<file path="src/rtl/core/dh_forward_kinematics_chain_defines.svh">
// assertion macros for the kinematics chain
`ifndef DH_FORWARD_KINEMATICS_CHAIN_DEFINES_SVH
`define DH_FORWARD_KINEMATICS_CHAIN_DEFINES_SVH
`ifndef ASSERT_OFF
`define DHK_ASSERT_IMPL(label, clk, rst, prop, msg) \
  label: assert property (@(posedge clk) disable iff (rst) prop) else $error(msg);
`define DHK_ASSERT_NEXT(label, clk, rst, ante, cons, msg) \
  label: assert property (@(posedge clk) disable iff (rst) (ante) |=> (cons)) \
    else $error(msg);
`else
`define DHK_ASSERT_IMPL(label, clk, rst, prop, msg)
`define DHK_ASSERT_NEXT(label, clk, rst, ante, cons, msg)
`endif
`endif

</file>
<file path="src/rtl/core/dhk_pkg.sv">
package dhk_pkg;

  localparam int NUM_LINKS = 4;
  localparam int GEOM_REGS = 4;
  localparam int CORDIC_STEPS = 16;

  localparam logic signed [15:0] Q14_ONE = 16'sd16384;
  localparam logic signed [19:0] PI_U16 = 20'sd205887;
  localparam logic signed [19:0] HALF_PI_U16 = 20'sd102944;
  localparam logic signed [19:0] TWO_PI_U16 = 20'sd411775;
  localparam logic signed [33:0] CORDIC_GAIN = 34'sd652032874;
  localparam logic signed [19:0] POS_MAX = 20'sd524287;
  localparam logic signed [19:0] POS_MIN = 20'sh80000;

  typedef struct packed {
    logic signed [15:0] joint_angle;
    logic [1:0]         link_index;
  } in_word_t;

  typedef struct packed {
    logic signed [15:0] rot_00;
    logic signed [15:0] rot_01;
    logic signed [15:0] rot_02;
    logic signed [15:0] rot_10;
    logic signed [15:0] rot_11;
    logic signed [15:0] rot_12;
    logic signed [15:0] rot_20;
    logic signed [15:0] rot_21;
    logic signed [15:0] rot_22;
    logic signed [19:0] pos_x;
    logic signed [19:0] pos_y;
    logic signed [19:0] pos_z;
  } out_word_t;

  // controller commands to the datapath
  typedef struct packed {
    logic load;        // capture input word and geometry
    logic cordic_joint; // start cordic on joint angle
    logic cordic_twist; // start cordic on twist
    logic build;       // form link transform terms
    logic mac_start;   // start matrix product
    logic commit;      // write new pose into chain state
  } dhk_cmd_t;

  typedef struct packed {
    logic cordic_done;
    logic mac_done;
  } dhk_sts_t;

  function automatic logic [19:0] atan_entry(input logic [3:0] i);
    case (i)
      4'd0: atan_entry = 20'd51472;
      4'd1: atan_entry = 20'd30386;
      4'd2: atan_entry = 20'd16055;
      4'd3: atan_entry = 20'd8150;
      4'd4: atan_entry = 20'd4091;
      4'd5: atan_entry = 20'd2047;
      4'd6: atan_entry = 20'd1024;
      4'd7: atan_entry = 20'd512;
      4'd8: atan_entry = 20'd256;
      4'd9: atan_entry = 20'd128;
      4'd10: atan_entry = 20'd64;
      4'd11: atan_entry = 20'd32;
      4'd12: atan_entry = 20'd16;
      4'd13: atan_entry = 20'd8;
      4'd14: atan_entry = 20'd4;
      4'd15: atan_entry = 20'd2;
      default: atan_entry = 20'd0;
    endcase
  endfunction

  // round a value with 14 fractional bits, half up
  function automatic logic signed [35:0] rnd14(input logic signed [35:0] v);
    rnd14 = (v + 36'sd8192) >>> 14;
  endfunction

  function automatic logic signed [15:0] clamp_q14(input logic signed [35:0] v);
    if (v > 36'sd16384) clamp_q14 = Q14_ONE;
    else if (v < -36'sd16384) clamp_q14 = -Q14_ONE;
    else clamp_q14 = v[15:0];
  endfunction

endpackage

</file>
<file path="src/rtl/core/dhk_ctrl.sv">
`include "dh_forward_kinematics_chain_defines.svh"
// sequencer for one joint word
module dhk_ctrl import dhk_pkg::*; (
  input  logic     clk,
  input  logic     rst,
  input  logic     in_valid,
  output logic     in_stall,
  output logic     out_valid,
  input  logic     out_stall,
  output logic     out_load,
  output dhk_cmd_t cmd,
  input  dhk_sts_t sts
);

  typedef enum logic [6:0] {
    S_IDLE  = 7'b0000001,
    S_JNT   = 7'b0000010,
    S_JWAIT = 7'b0000100,
    S_TWAIT = 7'b0001000,
    S_BUILD = 7'b0010000,
    S_MAC   = 7'b0100000,
    S_DONE  = 7'b1000000
  } state_t;

  state_t state, state_next;

  // the output register frees as soon as its word is taken
  logic out_free;
  assign out_free = !out_valid || !out_stall;
  assign in_stall = (state != S_IDLE);

  always_comb begin
    state_next = state;
    cmd = '0;
    out_load = 1'b0;
    case (state)
      S_IDLE: if (in_valid) begin
        cmd.load = 1'b1;
        state_next = S_JNT;
      end
      S_JNT: begin
        cmd.cordic_joint = 1'b1;
        state_next = S_JWAIT;
      end
      S_JWAIT: if (sts.cordic_done) begin
        cmd.cordic_twist = 1'b1;
        state_next = S_TWAIT;
      end
      S_TWAIT: if (sts.cordic_done) begin
        cmd.build = 1'b1;
        state_next = S_BUILD;
      end
      S_BUILD: begin
        cmd.mac_start = 1'b1;
        state_next = S_MAC;
      end
      S_MAC: if (sts.mac_done) begin
        cmd.commit = 1'b1;
        state_next = S_DONE;
      end
      S_DONE: if (out_free) begin
        out_load = 1'b1;
        state_next = S_IDLE;
      end
      default: state_next = S_IDLE;
    endcase
  end

  always_ff @(posedge clk) begin
    if (rst) begin
      state <= S_IDLE;
      out_valid <= 1'b0;
    end else begin
      state <= state_next;
      if (out_load) out_valid <= 1'b1;
      else if (!out_stall) out_valid <= 1'b0;
    end
  end

  `DHK_ASSERT_NEXT(a_accept_leaves_idle, clk, rst, in_valid && !in_stall, state == S_JNT, "accept did not start work")
  `DHK_ASSERT_NEXT(a_out_held, clk, rst, out_valid && out_stall, out_valid, "stalled word dropped")
  `DHK_ASSERT_NEXT(a_commit_then_done, clk, rst, cmd.commit, state == S_DONE, "commit out of order")
  `DHK_ASSERT_IMPL(a_load_only_idle, clk, rst, cmd.load |-> state == S_IDLE, "load outside idle")

endmodule

</file>
<file path="config.mk">
export PLATFORM = sky130hd
export DESIGN_NAME = dhk_ctrl
export DESIGN_NICKNAME = d
export VERILOG_FILES = /design/src/rtl/core/dhk_pkg.sv /design/src/rtl/core/dhk_ctrl.sv
export VERILOG_INCLUDE_DIRS = /design/src /design/src/rtl/core
export SDC_FILE = /design/constraint.sdc
export NUM_CORES = 1
export LEC_CHECK = 0
export BUFFER_PORTS_ARGS = -buffer_cell sky130_fd_sc_hd__buf_2
export CORE_AREA = 2 2 39 41
export CTS_BUF_LIST = sky130_fd_sc_hd__clkbuf_2
export CTS_CLUSTER_SIZE = 10
export DETAILED_ROUTE_END_ITERATION = 7
export DIE_AREA = 0 0 41 43
export SLEW_MARGIN = 20
export SYNTH_ARGS = -nofsm -noshare
export SYNTH_HDL_FRONTEND = slang
export SYNTH_SLANG_ARGS = --single-unit
</file>
<file path="constraint.sdc">
create_clock -name clk -period 3.7 [get_ports clk]
set_clock_uncertainty 0.1 [all_clocks]
set_input_delay 0.74 -clock clk [delete_from_list [all_inputs] [get_ports clk]]
set_output_delay 0.74 -clock clk [all_outputs]
set_load 0.05 [all_outputs]
</file>
==> results of run 1 <==
[metal layers]
metal / GRT usage [%] / share of wire (%)
met3: 4.71 / 4.1
met4: 10.0 / 2.8
met5: 0 / 0
met1: 20.6 / 51
met2: 19.4 / 42
[Yosys cell counts, types with 2 or more instances]
library cell               instances  share of area, %
sky130_fd_sc_hd__nand2_1           4               2.9
sky130_fd_sc_hd__a21oi_1           3               2.9
sky130_fd_sc_hd__nand3_1           2               2.0
sky130_fd_sc_hd__nor3_1            2               2.0
sky130_fd_sc_hd__nor4b_1           2               3.4
sky130_fd_sc_hd__nand2b_1          2               2.5
sky130_fd_sc_hd__dfxtp_1           8                31
sky130_fd_sc_hd__nor4_1            2               2.5
sky130_fd_sc_hd__o21ai_0           3               2.9
sky130_fd_sc_hd__and3_1            2               2.5
sky130_fd_sc_hd__inv_1             3               2.2
sky130_fd_sc_hd__or3_4             2               4.4
sky130_fd_sc_hd__nor2b_1           5               6.1
sky130_fd_sc_hd__a211oi_1          2               2.9
sky130_fd_sc_hd__nor2_1            6               4.4
[where the power goes]
| part | total, µW | internal [µW] | leakage, µW | switching [µW] |
|---|---|---|---|---|
| clock network | 52.1 | 22.1 | 0.0000125 | 30.0 |
| registers | 92.5 | 88.8 | 0.0000649 | 3.75 |
| logic | 46.8 | 16.5 | 0.000189 | 30.3 |
| total | 191 | 127 | 0.000266 | 64.1 |
[worst max-delay path, cell delays in order (launching register included)]
cell and delay, ns:
sky130_fd_sc_hd__dfxtp_1 0.40, sky130_fd_sc_hd__or3_4 0.43, sky130_fd_sc_hd__or3_4 0.36, sky130_fd_sc_hd__nor3_2 0.18, sky130_fd_sc_hd__buf_2 0.29
[final cells by class]
cell class	count	area, µm²
fillers	144	787
inverters	3	11.3
flip-flops and latches	8	160
well taps	16	20.0
repair buffers	14	70.1
clock buffers	3	15.0
multi-input cells	49	320
[logic make-up (layout without fill, tap and decap cells)]
kind of cell / after synthesis / count (layout)
simple gates: 34 / 34
xor+xnor: 1 / 1
compound gates: 14 / 14
buf+inv: 6 / 20
flops: 8 / 8
[worst paths after layout]
path / startpoint / end / slack [ns] / depth (start not counted)
setup / recovery: state[3]$_SDFFE_PP0P_ / cmd[0] / 0.97 / 4
hold / removal: out_valid$_SDFFE_PP0P_ / out_valid$_SDFFE_PP0P_ / 0.43 / 2
setup reg to reg: state[3]$_SDFFE_PP0P_ / state[0]$_SDFFE_PP1P_ / 1.83 / 5
hold reg to reg: out_valid$_SDFFE_PP0P_ / out_valid$_SDFFE_PP0P_ / 0.43 / 2
[registers in the layout, summed over array words and instances (netlist names)]
register / count
out_valid: 1
state: 7
[through the flow]
stage / total power (µW) / instances
2_1_floorplan: 130 / 63
3_3_place_gp: 141 / 90
3_5_place_dp: 141 / 90
4_1_cts: 194 / 93
5_1_grt: 204 / 93
6_report: 191 / 93
==> insert_results.sql, run 1 <==
INSERT INTO impl_metrics (metric_group, metric, value, unit) VALUES
('drt', 'vias_per_cell', '5.14', ''),
('floorplan', 'floorplan.rows', '14', ''),
('sta', 'hold-worst-slack', '0.431', 'ns'),
('clock_network', 'cts_sinks', '8', ''),
('sta', 'setup_ws', '0.967', 'ns'),
('synth', 'synth_simple_gate_area_share', '42.2', '%'),
('clock_network', 'cts.repair_timing.setup_buffer_count', '0', ''),
('placed_design', 'place.detailed.hpwl', '821', 'µm'),
('clock_network', 'cts.htree.levels', '1', ''),
('synth', 'yosys-mux-area-fraction', '0', '%'),
('synth', 'netlist_instances', '63', ''),
('clock_network', 'cts_buffer_depth', '2', ''),
('drt', 'num_vias', '478', ''),
('placed_design', 'instance_area_at_placement', '582', 'µm²'),
('placed_design', 'gp_congestion', '0.714', ''),
('placed_design', 'dp_worst_setup_slack', '1.22', 'ns'),
('run', 'max-cap-violations', '0', ''),
('sta', 'final_period_minus_worst_setup_slack', '2.73', 'ns'),
('setup_path', 'crit_path_required_time', '2.86', 'ns'),
('global_route', 'grt_antenna_before_repair', '0', ''),
('setup_path', 'worstPathArrival', '1.89', 'ns'),
('status', 'run_status', 'finished clean', ''),
('drt', 'detailedRoute.firstPassIterationCount', '4', ''),
('synth', 'synth_edf_count', '0', ''),
('synth', 'synth_compound_gate_area_share', '18.9', '%'),
('clock_network', 'worstSkewPairLatency', '0.24', 'ns'),
('synth', 'synth_adder_area_share', '0', '%'),
('placed_design', 'numPortBuffers', '14', ''),
('global_route', 'aggregate_global_route_resource_usage', '15.1', '%'),
('synth', 'synth.yosys.warnings', '0', ''),
('drt', 'wl_per_cell', '11.3', 'µm'),
('floorplan', 'floorplan.die_area', '1760', 'µm²'),
('synth', 'sequential_fraction_of_the_synthesis_area', '31.4', '%'),
('synth', 'post_synth.cell_area_avg', '8.10', 'µm²'),
('global_route', 'global_route_wire_length_before_repair', '1780', 'µm'),
('drt', 'ant_nets', '0', ''),
('cells_and_area', 'final_std_cell_area_no_fill', '597', 'µm²'),
('synth', 'net_count_after_synthesis', '69', ''),
('synth', 'synthArstFlopShare', '0', '%'),
('setup_path', 'startpoint_type', 'flip-flop', ''),
('sta', 'final-max-slew-violation-count', '0', ''),
('power', 'power-per-cell-area', '321', 'nW/µm²'),
('clock_network', 'tritoncts.num_buffers', '3', ''),
('global_route', 'globalRoute.totalOverflow', '0', ''),
('cells_and_area', 'final_core_util', '43.1', '%'),
('cells_and_area', 'final_net_count', '85', ''),
('setup_path', 'timing.critical_path.fanout_max', '9', ''),
('setup_path', 'timing.setup.critical_path_class', 'flip-flop to output pin', ''),
('setup_path', 'endpoint_kind', 'output pin', ''),
('clock_network', 'cts_tree', 'built', ''),
('synth', 'yosys.cell_types.count', '30', ''),
('clock_network', 'cts_root_buffer', 'sky130_fd_sc_hd__clkbuf_2', ''),
('cells_and_area', 'mostFrequentLayoutCells', 'sky130_fd_sc_hd__buf_2, sky130_fd_sc_hd__dfxtp_1, sky130_fd_sc_hd__nor2_1', ''),
('floorplan', 'num_io_pins', '15', ''),
('floorplan', 'floorplan.core_area', '1380', 'µm²'),
('floorplan', 'dieHeight', '43', 'µm'),
('floorplan', 'start_util', '36.9', '%'),
('global_route', 'grt_start_max_net_pins', '10', ''),
('sta', 'timing.final.crit_share', '73.9', '%'),
('cells_and_area', 'final_common_cell', 'sky130_fd_sc_hd__buf_2', ''),
('sta', 'timing.setup.tns', '0', 'ns'),
('power', 'power.ir.vdd_worst', '0.155', 'mV'),
('synth', 'synth_area', '510', 'µm²'),
('sta', 'slew-limit-headroom', '69.5', '%'),
('sta', 'timing_worst_slew_pin_value', '0.453', 'ns'),
('drt', 'drt-initial-drc-count', '12', ''),
('sta', 'final_hold_viol_count', '0', ''),
('sta', 'grt_setup_unrepaired', 'no', ''),
('drt', 'routed_wl', '1050', 'µm'),
('sta', 'timing.final.setup_violations', '0', ''),
('synth', 'main_combinational_cell_family_by_area_after_synthesis', 'simple AND/OR/NAND/NOR gates', '');
No activity file was read; power rests on OpenSTA's default activity.
==> run 2, diff against run 1 <==
--- a/config.mk
+++ b/config.mk
@@ -6,12 +6,14 @@
 export SDC_FILE = /design/constraint.sdc
 export NUM_CORES = 1
 export LEC_CHECK = 0
+export ABC_AREA = 1
 export BUFFER_PORTS_ARGS = -buffer_cell sky130_fd_sc_hd__buf_2
 export CORE_AREA = 2 2 39 41
 export CTS_BUF_LIST = sky130_fd_sc_hd__clkbuf_2
 export CTS_CLUSTER_SIZE = 10
 export DETAILED_ROUTE_END_ITERATION = 7
 export DIE_AREA = 0 0 41 43
+export PLACE_DENSITY = 0.67
 export SLEW_MARGIN = 20
 export SYNTH_ARGS = -nofsm -noshare
 export SYNTH_HDL_FRONTEND = slang
==> constraint.sdc (replaced) <==
create_clock -name clk -period 2.58 [get_ports clk]
set_clock_uncertainty 0.1 [all_clocks]
set_input_delay 0.516 -clock clk [delete_from_list [all_inputs] [get_ports clk]]
set_output_delay 0.516 -clock clk [all_outputs]
set_load 0.05 [all_outputs]
==> insert_results.sql, run 2 <==
INSERT INTO impl_metrics (metric_group, metric, value, unit) VALUES
('cells_and_area', 'largest_register_ffs', '7', ''),
('global_route', 'aggregate_global_route_resource_usage', '16.5', '%'),
('setup_path', 'crit_path_required_time', '1.96', 'ns'),
('synth', 'net_count_after_synthesis', '94', ''),
('sta', 'timing_worst_slew_pin_value', '0.268', 'ns'),
('drt', 'drt-initial-drc-count', '9', ''),
('clock_network', 'tritoncts.num_buffers', '3', ''),
('drt', 'post-route-drc-count', '0', ''),
('synth', 'netlist_top_cells_count', 'sky130_fd_sc_hd__inv_1, sky130_fd_sc_hd__nand2_1, sky130_fd_sc_hd__nor2_1', ''),
('setup_path', 'worstPathArrival', '1.49', 'ns'),
('clock_network', 'cts_sinks', '8', ''),
('synth', 'synth_area', '573', 'µm²'),
('setup_path', 'rr_startpoint', 'state[3]$_SDFFE_PP0P_', ''),
('global_route', 'vias_in_the_first_global_route', '491', ''),
('setup_path', 'timing.critical_path.fanout_max', '4', ''),
('floorplan', 'floorplan.core_area', '1380', 'µm²'),
('drt', 'routed_wl', '1190', 'µm'),
('hold_path', 'worstHoldPathType', 'flip-flop to flip-flop', ''),
('sta', 'slew-limit-headroom', '82.0', '%'),
('cells_and_area', 'largest_register', 'state', ''),
('floorplan', 'floorplan.die.width', '41', 'µm'),
('sta', 'timing.final.setup_violations', '0', ''),
('synth', 'synth-seq-cells', '8', ''),
('power', 'report.power.total', '613', 'µW'),
('hold_path', 'hold_depth', '2', ''),
('floorplan', 'dieHeight', '43', 'µm'),
('synth', 'post-synth-top-area-cell', 'sky130_fd_sc_hd__dfxtp_1', ''),
('setup_path', 'r2r.worst_path.cells', '10', ''),
('power', 'clock_power_share', '12.1', '%'),
('power', 'part_of_the_total_power_dissipated_in_sequential_elements', '27.4', '%'),
('synth', 'yosys_most_used_dff', 'sky130_fd_sc_hd__dfxtp_1', ''),
('hold_path', 'timing.hold.worst.start', 'out_valid$_SDFFE_PP0P_', ''),
('setup_path', 'cp_cell_sequence', 'nor2_2 -> nand2_4 -> nor3_1 -> nand2_1 -> inv_1 -> buf_2', ''),
('synth', 'sequential_fraction_of_the_synthesis_area', '27.9', '%'),
('placed_design', 'place.detailed.hpwl', '965', 'µm'),
('global_route', 'globalRoute.totalOverflow', '0', ''),
('run', 'max-cap-violations', '0', ''),
('floorplan', 'start_util', '41.4', '%'),
('power', 'power-per-cell-area', '904', 'nW/µm²'),
('floorplan', 'floorplan.rows', '14', ''),
('setup_path', 'critical-path-slowest-cell', 'sky130_fd_sc_hd__dfxtp_1', ''),
('global_route', 'grt_start_max_net_pins', '8', ''),
('clock_network', 'cts_root_buffer', 'sky130_fd_sc_hd__clkbuf_2', ''),
('sta', 'timing.final.crit_share', '81.6', '%'),
('setup_path', 'ff2ff_setup_slack', '1.21', 'ns'),
('synth', 'synthArstFlopShare', '0', '%'),
('power', 'intPower', '285', 'µW'),
('global_route', 'grt_antenna_before_repair', '0', ''),
('sta', 'final_period_minus_worst_setup_slack', '2.10', 'ns'),
('placed_design', 'dp_worst_setup_slack', '0.743', 'ns'),
('drt', 'vias_per_cell', '4.62', ''),
('setup_path', 'endpoint_kind', 'output pin', ''),
('floorplan', 'num_io_pins', '15', ''),
('cells_and_area', 'antenna_cells', '0', ''),
('setup_path', 'worst_stage_delay_on_the_critical_path', '0.37', 'ns'),
('cells_and_area', 'biggestRegsByFlops', 'state: 7 flops, out_valid: 1 flops', ''),
('sta', 'final-max-slew-violation-count', '0', ''),
('setup_path', 'startpoint_type', 'flip-flop', ''),
('cells_and_area', 'final_net_count', '113', ''),
('synth', 'synth_edf_count', '0', ''),
('drt', 'wl_per_cell', '9.81', 'µm'),
('synth', 'yosys.area.top_type_share', '27.9', '%'),
('power', 'netSwitchingFraction', '53.6', '%'),
('sta', 'grt_setup_unrepaired', 'no', ''),
('clock_network', 'cts_buffer_depth', '2', ''),
('drt', 'num_vias', '559', ''),
('clock_network', 'post_cts_hold_buffer_count', '0', ''),
('clock_network', 'post_cts_resize_count', '0', ''),
('power', 'power.net_switching', '329', 'µW'),
('setup_path', 'timing.setup.critical_path_class', 'flip-flop to output pin', ''),
('power', 'power.leakage', '0.000396', 'µW'),
('global_route', 'global_route_wire_length_before_repair', '1930', 'µm'),
('clock_network', 'cts_tree', 'built', ''),
('synth', 'post_synth.cell_area_avg', '6.51', 'µm²'),
('clock_network', 'cts.repair_timing.setup_buffer_count', '0', ''),
('placed_design', 'gp_congestion', '0.849', ''),
('sta', 'timing.fmax', '0.475', 'GHz'),
('placed_design', 'numPortBuffers', '14', ''),
('clock_network', 'cts.htree.levels', '1', ''),
('power', 'power.ir.vdd_worst', '0.490', 'mV'),
('drt', 'detailedRoute.firstPassIterationCount', '6', ''),
('power', 'comb_power_share', '60.6', '%'),
('cells_and_area', 'drive_gt1_share', '36.2', '%'),
('status', 'run_status', 'finished clean', ''),
('cells_and_area', 'syn2layout_area_growth', '18.3', '%'),
('clock_network', 'worstSkewPairLatency', '0.24', 'ns'),
('setup_path', 'r2r_end', 'state[4]$_SDFFE_PP0P_', ''),
('hold_path', 'hold_end', 'out_valid$_SDFFE_PP0P_', ''),
('drt', 'ant_nets', '0', ''),
('sta', 'final_hold_viol_count', '0', ''),
('synth', 'post_synth_main_area_contributors', 'sky130_fd_sc_hd__dfxtp_1, sky130_fd_sc_hd__inv_1, sky130_fd_sc_hd__nand2_1, sky130_fd_sc_hd__nor2_1, sky130_fd_sc_hd__nand2_2', ''),
('sta', 'timing.setup.tns', '0', 'ns'),
('synth', 'yosys.cell_types.count', '17', ''),
('synth', 'synth.yosys.warnings', '0', ''),
('synth', 'netlist_instances', '88', ''),
('sta', 'setup_ws', '0.475', 'ns'),
('cells_and_area', 'mostFrequentLayoutCells', 'sky130_fd_sc_hd__nand2_1, sky130_fd_sc_hd__inv_1, sky130_fd_sc_hd__buf_2', ''),
('clock_network', 'clk_pin_slew_worst_paths', '0.09', 'ns'),
('floorplan', 'floorplan.die_area', '1760', 'µm²');
[run 2: cell types whose count changed after synthesis, moves of 3 or more]
cell	previous run	this run
sky130_fd_sc_hd__nor2_1	6	13
sky130_fd_sc_hd__nor2b_1	5	0
sky130_fd_sc_hd__nand2_1	4	16
sky130_fd_sc_hd__nand4_1	0	4
sky130_fd_sc_hd__inv_1	3	16
sky130_fd_sc_hd__inv_2	0	4
sky130_fd_sc_hd__o21ai_0	3	0
sky130_fd_sc_hd__nand2_2	0	7
[run 2: worst max-delay path by stage]
stage | to | slack, ns | start
finish | cmd[0] | 0.48 | state[3]$_SDFFE_PP0P_
detailed placement | cmd[0] | 0.74 | state[3]$_SDFFE_PP0P_
global route | cmd[5] | 0.29 | state[1]$_SDFFE_PP0P_
CTS | cmd[0] | 0.45 | state[3]$_SDFFE_PP0P_
global placement | cmd[0] | 0.71 | state[3]$_SDFFE_PP0P_
floorplan | cmd[5] | 0.20 | state[6]$_SDFFE_PP0P_
[run 2: kinds of logic (layout without fill, tap and decap cells)]
logic type,count (synthesis),in the layout,share of synthesized area (%)
AND/OR/NAND/NOR,53,53,52.2
buffers and inverters,21,38,14.2
flip-flops,8,8,27.9
AO/OA/AOI/OAI,6,6,5.68
[run 2: cell type report]
type / count / area [µm²]
Clock buffer: 3 / 15.0
Fill cell: 147 / 706
Timing Repair Buffer: 14 / 70.1
Inverter: 21 / 81.3
Tap cell: 16 / 20.0
Multi-Input combinational cell: 59 / 332
Sequential cell: 8 / 160
[run 2: through the flow]
stage	utilization [%]	instances	area [µm²]	hold slack, ns
2_1_floorplan	-	88	573	0.423
3_3_place_gp	47.9	118	663	0.372
3_5_place_dp	47.9	118	663	0.378
4_1_cts	49.0	121	678	0.393
5_1_grt	49.0	121	678	0.424
6_report	49.0	121	678	0.385
[run 2: per-layer routing]
| layer | up-vias | share of wire (%) | track usage, % |
|---|---|---|---|
| met2 | 11 | 47 | 23.4 |
| met3 | 2 | 4.3 | 7.85 |
| met4 | 0 | 1.2 | 4.00 |
| li1 | 304 | - | - |
| met1 | 242 | 47 | 22.0 |
| met5 | - | 0 | 0 |
[run 2: worst max-delay path, delay by kind of cell (launching register included)]
kind / cells / cell delay, ns
buffers and inverters: 2 / 0.31
DFF: 1 / 0.37
and+or+nand+nor: 4 / 0.57
[run 2: power groups by stage]
stage / clock [µW] / sequential (µW) / combinational, µW
3_3_place_gp: 0 / 171 / 373
2_1_floorplan: 0 / 166 / 312
3_5_place_dp: 0 / 170 / 370
4_1_cts: 79.2 / 167 / 372
6_report: 74.1 / 168 / 371
5_1_grt: 83.6 / 171 / 413
